--- src/hw/rtl/c3e_mac.sv ---
// One channel lane: registered product and accumulator.
// Does not use c3e_pkg; instanced once per channel by the top level.
`default_nettype none
module c3e_mac #(
    parameter int DATA_W = 16,
    parameter int ACC_W  = 40
) (
    input  wire logic                     clk,
    input  wire logic                     clear,
    input  wire logic                     mul_en,
    input  wire logic                     acc_en,
    input  wire logic signed [DATA_W-1:0] pix,
    input  wire logic signed [DATA_W-1:0] wgt,
    output logic signed [ACC_W-1:0]       acc
);
    logic signed [2*DATA_W-1:0] prod_reg;

    always_ff @(posedge clk)
    begin
        if (mul_en)
        begin
            prod_reg <= pix * wgt;
        end
        if (clear)
        begin
            acc <= '0;
        end
        else if (acc_en)
        begin
            acc <= acc + ACC_W'(prod_reg);
        end
    end
endmodule
`default_nettype wire

--- config.mk ---
export PLATFORM = sky130hd
export DESIGN_NAME = c3e_mac
export DESIGN_NICKNAME = d
export VERILOG_FILES = /design/src/hw/rtl/c3e_mac.sv
export SDC_FILE = /design/constraint.sdc
export NUM_CORES = 1
export LEC_CHECK = 0
export BUFFER_PORTS_ARGS = -buffer_cell sky130_fd_sc_hd__buf_4
export CORE_ASPECT_RATIO = 0.9
export CORE_MARGIN = 1.5
export CORE_UTILIZATION = 56
export CTS_BUF_LIST = sky130_fd_sc_hd__clkbuf_8
export DETAILED_ROUTE_END_ITERATION = 8
export GPL_TIMING_DRIVEN = 1
export PLACE_DENSITY = 0.85
export RECOVER_POWER = 100
export SLEW_MARGIN = 5
export SYNTH_ARGS = -nofsm -noshare
export SYNTH_HDL_FRONTEND = slang
export SYNTH_SLANG_ARGS = --single-unit
--- constraint.sdc ---
create_clock -name clk -period 11.7 [get_ports clk]
set_input_delay 0.585 -clock clk [delete_from_list [all_inputs] [get_ports clk]]
set_output_delay 0.585 -clock clk [all_outputs]
set_load 0.01 [all_outputs]
==> flow_summary_export.csv, run 1 <==
group,metric,value,unit
global_routing,first_global_vias,11000,
sta,grt_setup_unrepaired,"false",
routing,wirelength,32800,um
critical_path,critPathKind,"input pin to register",
logic_synthesis,yosys.area.top_type_share,36.8,%
routing,detail_route.first_pass.iterations,5,
critical_path,worst-path-max-fanout,16,
critical_path,slowest_stage,"a2111oi_0",
clock_network,clk_transition_reported_paths,0.08,ns
routing,remaining_drc_errors,0,
sta,max_clock_freq,138,MHz
critical_path,critical_path_startpoint_category,"input pin",
finish,layout.cell_area.non_filler,0.0150,mm^2
placed_design,placed_standard_cell_area,0.0150,mm^2
critical_path,start_of_the_worst_register_to_register_path,"prod_reg[2]",
min_path,worst_hold_path.endpoint,"acc[36]",
placed_design,detailedPlace.worstSlack,4.90,ns
finish,seq_area,0.00176,mm^2
logic_synthesis,synthesis.instances,1532,
routing,wl_met1,13300,um
sta,slew_viol_final,68,
finish,antenna-diode-count,0,
finish,syn2layout_area_growth,4.67,%
sta,tightestPinTransition,2.14,ns
global_routing,wire_length_of_the_first_global_routing_pass,53800,um
clock_network,cts.sink_count,72,
routing,dr_wl_met2,16600,um
floorplan,die_w,171,um
floorplan,floorplan_die_area,0.0265,mm^2
sta,timing_hold_violations_final,0,
logic_synthesis,synth.lib_cells_used.distinct,74,
finish,fin_nets,1985,
status,status,"complete, but fails checks",
routing,postRouteAntennaNets,0,
clock_network,cts-hold-fix-buffers,0,
clock_network,h_tree_depth,3,
sta,fin_crit_sh,61.8,%
placed_design,place_hpwl,26800,um
routing,via_per_inst,5.58,
routing,num_vias,10700,
clock_network,post-cts-setup-buffer-count,0,
finish,drive_gt1_share,4.27,%
global_routing,globalRouteTotalUtil,25.9,%
logic_synthesis,ys.flop_type,"dfxtp_1",
critical_path,rr_endpoint,"acc[39]",
critical_path,worst_case_reg_to_reg_path_depth,10,
logic_synthesis,yosys-top-cells-area,"fa_1 (37%), ha_1 (11%), inv_1 (7.7%), edfxtp_1 (6.7%), and2_1 (5.6%)",
global_routing,largest_net_degree_at_the_start_of_global_routing,42,
status,failing_checks,"max-capacitance violations, max-slew violations",
clock_network,worst_skew_pair_later_pin_latency,0.36,ns
logic_synthesis,async_flop_share,0,%
sta,worst_clock_skew,0.00735,ns
placed_design,buffer_ports.inserted,75,
logic_synthesis,synth-edff-count,32,
floorplan,core.rowCount,55,
logic_synthesis,synth-seq-area-share,12.3,%
critical_path,critPathArrivalTime,7.35,ns
critical_path,reg2reg_slack,8.02,ns
routing,post_drt_wl_per_cell,17.2,um
placed_design,finalWeightedCongestion,0.899,
critical_path,critPathMostFrequentCell,"fa_1",
clock_network,ctsResizeCount,0,
clock_network,cts_root_buffer,"clkbuf_8",
global_routing,overflow,0,
finish,largest_reg_flops,40,
clock_network,tritoncts_clock_tree,"built",
floorplan,floorplan.io_pins,76,
logic_synthesis,post_synth_instance_area,0.0143,mm^2
min_path,hold_path_depth,2,
sta,headroom_to_the_max_slew_limit,-42.6,%
clock_network,number_of_buffers_on_the_longest_clock_path,2,
finish,multiInputGateArea,0.0111,mm^2
floorplan,core_region_area,0.0251,mm^2
flow_run,timing.max_cap.violations,2,
sta,hold_ws,0.491,ns
critical_path,path_cells,"clkbuf_1 > nand2_1 > fa_1 > fa_1 > fa_1 > inv_1 > fa_1 > fa_1 > inv_1 > fa_1 > inv_1 > ha_1 > a21o_1 > a21oi_1 > o221ai_1 > a21oi_1 > o21ai_0 > a2111oi_0 > nor2_1 > xnor2_1",
routing,route.top_layer_used,"met4",
critical_path,worstSetupEndpointType,"register",
global_routing,initial_antenna_violation_count,1,
logic_synthesis,cell_type_with_the_largest_total_area_after_synthesis,"fa_1",
min_path,worst_hold_path_startpoint,"acc[36]",
logic_synthesis,yosys_warnings,0,
floorplan,initial_utilization,56.9,%
sta,final_critical_path_setup_slack,4.47,ns
sta,finalSetupTns,0,ns
min_path,hp-class,"register to register",
logic_synthesis,synth.ff_latch_count,72,
logic_synthesis,synthesis.nets,1952,
clock_network,cts_buffers,9,
critical_path,critPathRequiredTime,11.82,ns
critical_path,critical_path.max_stage_delay,0.69,ns
finish,fillCellCount,2095,
routing,drt_iter0_drcs,674,
floorplan,die_h,155,um
sta,finalWorstPathRequiredPeriod,7.23,ns
sta,setup_viol_count_final,0,
routing,routed-wl-met3,1860,um
logic_synthesis,synth_area_per_cell,9.33,um^2
-- how the worst max path moves through the flow --
stage,start,slack (ns),to
3_3_place_gp,wgt[4],5.01,prod_reg[22]
6_report,wgt[1],4.47,prod_reg[29]
5_1_grt,wgt[1],4.11,prod_reg[29]
2_1_floorplan,wgt[1],5.50,prod_reg[31]
3_5_place_dp,wgt[4],4.90,prod_reg[22]
4_1_cts,wgt[4],5.29,prod_reg[22]
-- synthesized netlist by cell type, drive strengths merged (12+ instances only) --
library cell and count:
nand2 156, nand2b 16, a21o 35, buf 12, edfxtp 32, nand3 14, clkbuf 41, o21ai 39
xor2 21, xnor2 47, a21oi 63, inv 294, fa 263, ha 121, dfxtp 40, mux2i 20
and2 131, nor2 67
-- worst max-delay path, delay by kind of cell --
kind                       cells  cell delay, ns
adders and majority gates      7            3.41
AOI/OAI and AO/OA              6            1.87
buffers and inverters          4            0.71
xor gates and xnor gates       1            0.40
and+or+nand+nor                2            0.33
-- layer usage --
metal | track usage, % | vias up
li1 | - | 4865
met1 | 33.7 | 5336
met2 | 44.0 | 382
met3 | 3.76 | 92
met4 | 9.57 | 0
met5 | 0 | -
-- cells in the final DEF, fill, tap and decap left out, drive strengths merged, types with 2 or more instances in the layout --
cell,count
inv,296
fa,263
nand2,156
and2,131
ha,121
nor2,67
a21oi,63
clkbuf,52
xnor2,47
dfxtp,40
o21ai,39
a21o,35
buf,32
edfxtp,32
xor2,21
mux2i,20
nand2b,16
nand3,14
a31oi,11
and3,10
nor2b,9
nor3,9
a211oi,9
o21bai,8
o211ai,8
o22ai,7
nand4,6
or2,5
o21a,4
a221oi,4
o31ai,4
and4,4
clkinv,4
nor3b,2
nor4,2
a41oi,2
a31o,2
o221ai,2
-- cell type report --
class	instances	area share (%)
inverters	294	7.37
multi-input cells	1113	74.1
clock inverters	7	0.368
clock buffers	9	0.828
well taps	342	2.86
flip-flops and latches	72	11.8
repair buffers	75	2.68
-- logic make-up (layout without fill, tap and decap cells) --
| kind of cell | Yosys count | count (layout) | share of synthesized area [%] |
|---|---|---|---|
| buffers and inverters | 347 | 385 | 9.47 |
| multiplexers | 21 | 21 | 1.48 |
| AND/OR/NAND/NOR | 436 | 436 | 15.3 |
| AO/OA/AOI/OAI | 204 | 204 | 9.82 |
| adder cells (fa/ha/maj) | 384 | 384 | 47.4 |
| flip-flops | 72 | 72 | 12.3 |
| XOR/XNOR | 68 | 68 | 4.17 |
-- per-stage QoR --
stage	cells	utilization, %
CTS	1912	60.6
global route	1912	59.6
floorplan	1532	-
detailed placement	1896	59.9
finish	1912	59.6
global placement	1896	59.9
Power of run 1 is left out: the tool's default activity adds up to more than one toggle a clock period on the data nets, which glitch-free logic cannot reach.
==> run 2, diff against run 1 <==
Settings changed: ABC_AREA set to 1, PLACE_DENSITY 0.85 to 0.88.
Clock period 11.7 ns to 6.3 ns, I/O delays scaled along.
==> run 2 against run 1 <==
  * The flow finishes with violations (design-rule violations, max-capacitance violations, max-slew violations)
  * Wire length increased by 26%
  * Largest cell class unchanged
  * First-iteration DRC count up 68%
  * Critical path type unchanged
  * Critical path depth shrank 1
==> flow_summary_export.csv, run 2 <==
group,metric,value,unit
status,status,"complete, but fails checks",
status,failing_checks,"design-rule violations, max-capacitance violations, max-slew violations",
routing,post_drt_wl_per_cell,16.2,um
routing,drt_iter0_drcs,1135,
sta,setup_viol_count_final,0,
finish,antenna-diode-count,0,
clock_network,cts.sink_count,72,
sta,worst_clock_skew,0.0209,ns
critical_path,critPathArrivalTime,5.88,ns
critical_path,worstSetupEndpointType,"register",
clock_network,ctsResizeCount,0,
routing,num_vias,13600,
global_routing,wire_length_of_the_first_global_routing_pass,69200,um
logic_synthesis,synthesis.nets,2582,
placed_design,finalWeightedCongestion,0.993,
routing,remaining_drc_errors,5,
logic_synthesis,cell_type_with_the_largest_total_area_after_synthesis,"fa_1",
sta,timing_hold_violations_final,0,
placed_design,place_inst,2528,
logic_synthesis,yosys.area.top_type_share,33.3,%
placed_design,place_hpwl,34900,um
logic_synthesis,ys.flop_type,"dfxtp_1",
global_routing,globalRouteTotalUtil,29.8,%
placed_design,buffer_ports.inserted,75,
global_routing,initial_antenna_violation_count,0,
logic_synthesis,post_synth_instance_area,0.0158,mm^2
sta,finalSetupTns,0,ns
routing,wirelength,41300,um
finish,fin_nets,2599,
finish,syn2layout_area_growth,4.73,%
clock_network,tritoncts_clock_tree,"built",
critical_path,critPathKind,"input pin to register",
critical_path,slowest_stage,"fa_1",
floorplan,initial_utilization,56.7,%
finish,largest_reg_flops,40,
logic_synthesis,synth_area_per_cell,7.31,um^2
floorplan,core_region_area,0.0279,mm^2
global_routing,overflow,0,
finish,drive_gt1_share,3.94,%
logic_synthesis,synth-edff-count,32,
routing,detail_route.first_pass.iterations,7,
sta,grt_setup_unrepaired,"false",
critical_path,critical_path_startpoint_category,"input pin",
logic_synthesis,synth.lib_cells_used.distinct,44,
logic_synthesis,yosys-top-cells-area,"fa_1 (33%), inv_1 (14%), nand2_1 (13%), ha_1 (9.6%), edfxtp_1 (6.1%)",
floorplan,die_h,162,um
critical_path,worst-path-max-fanout,16,
critical_path,critPathMostFrequentCell,"fa_1",
routing,via_per_inst,5.34,
logic_synthesis,async_flop_share,0,%
logic_synthesis,netlist_top_cells_count,"inv_1 (573), nand2_1 (530), fa_1 (263)",
floorplan,floorplan.io_pins,76,
sta,finalWorstPathRequiredPeriod,5.76,ns
sta,fin_crit_sh,91.5,%
sta,headroom_to_the_max_slew_limit,-85.9,%
critical_path,path_cells,"clkbuf_2 > nand2_1 > inv_1 > fa_1 > fa_1 > inv_1 > fa_1 > inv_1 > fa_1 > fa_1 > fa_1 > ha_1 > nand2_1 > nor2_1 > nand2_1 > nor4_1 > nand2_1 > nand4_1 > nand2_1",
global_routing,first_global_vias,14200,
clock_network,h_tree_depth,3,
clock_network,worst_skew_pair_later_pin_latency,0.38,ns
sta,tightestPinTransition,2.79,ns
logic_synthesis,synth.ff_latch_count,72,
clock_network,cts-hold-fix-buffers,0,
floorplan,floorplan_die_area,0.0293,mm^2
logic_synthesis,synthMostInstantiatedCell,"inv_1",
min_path,hp-class,"input pin to register",
logic_synthesis,synthesis.instances,2162,
clock_network,clk_transition_reported_paths,0.10,ns
sta,max_clock_freq,174,MHz
critical_path,critPathRequiredTime,6.42,ns
logic_synthesis,yosys_warnings,0,
floorplan,die_w,180,um
clock_network,cts_root_buffer,"clkbuf_8",
floorplan,core.rowCount,58,
sta,slew_viol_final,98,
clock_network,cts_buffers,9,
finish,fin_cells,2544,
clock_network,post-cts-setup-buffer-count,0,
global_routing,largest_net_degree_at_the_start_of_global_routing,65,
finish,layout_commonest_cell,"inv_1",
critical_path,critical_path.max_stage_delay,0.85,ns
finish,most-common-layout-cells,"inv_1 (573), nand2_1 (532), fa_1 (263)",
clock_network,number_of_buffers_on_the_longest_clock_path,2,
flow_run,timing.max_cap.violations,2,
logic_synthesis,synth-seq-area-share,11.1,%
routing,postRouteAntennaNets,0,
==> run 2: kinds of logic after synthesis <==
kind of cell               share of synthesized area [%]
xor gates and xnor gates                            2.83
adders and majority gates                           42.9
DFF                                                 11.1
buffers and inverters                               15.3
and+or+nand+nor                                     21.5
AOI/OAI and AO/OA                                   6.35
==> run 2: stage by stage <==
step,util [%],setup slack [ns],cell area (um^2),hold WS (ns)
floorplan,-,0.676,15800,0.427
global placement,59.5,0.324,16600,0.470
detailed placement,59.5,0.268,16600,0.501
CTS,60.1,0.648,16800,0.373
global route,59.4,0.171,16600,0.400
finish,59.4,0.537,16600,0.368
==> run 2: layer usage <==
layer | share of wire, % | vias up | GRT usage (%)
li1 | - | 6375 | -
met1 | 42 | 6553 | 39.1
met2 | 47 | 554 | 50.9
met3 | 7.8 | 110 | 4.29
met4 | 3.4 | 4 | 9.89
met5 | 0.25 | - | 2.67
==> run 2: layout make-up <==
cell class / instances / area, um^2
inverters: 574 / 2150
clock inverters: 5 / 30.0
multi-input cells: 1445 / 11600
flip-flops and latches: 72 / 1760
clock buffers: 11 / 151
fillers: 2534 / 11300
repair buffers: 77 / 414
well taps: 360 / 450
==> run 2: final timing paths <==
kind         cells past startpoint    from            to  slack, ns
max                             19  wgt[1]  prod_reg[28]       0.54
min                              2   clear       acc[39]       0.37
max reg2reg                     13  acc[0]       acc[30]       3.30
min reg2reg                      2  acc[0]        acc[0]       0.51
==> run 2: critical path, delay by kind of cell <==
kind / cells / cell delay [ns]
adders and majority gates: 7 / 3.81
and+or+nand+nor: 8 / 1.20
buffers and inverters: 4 / 0.55
Power of run 2 is left out for the same reason.
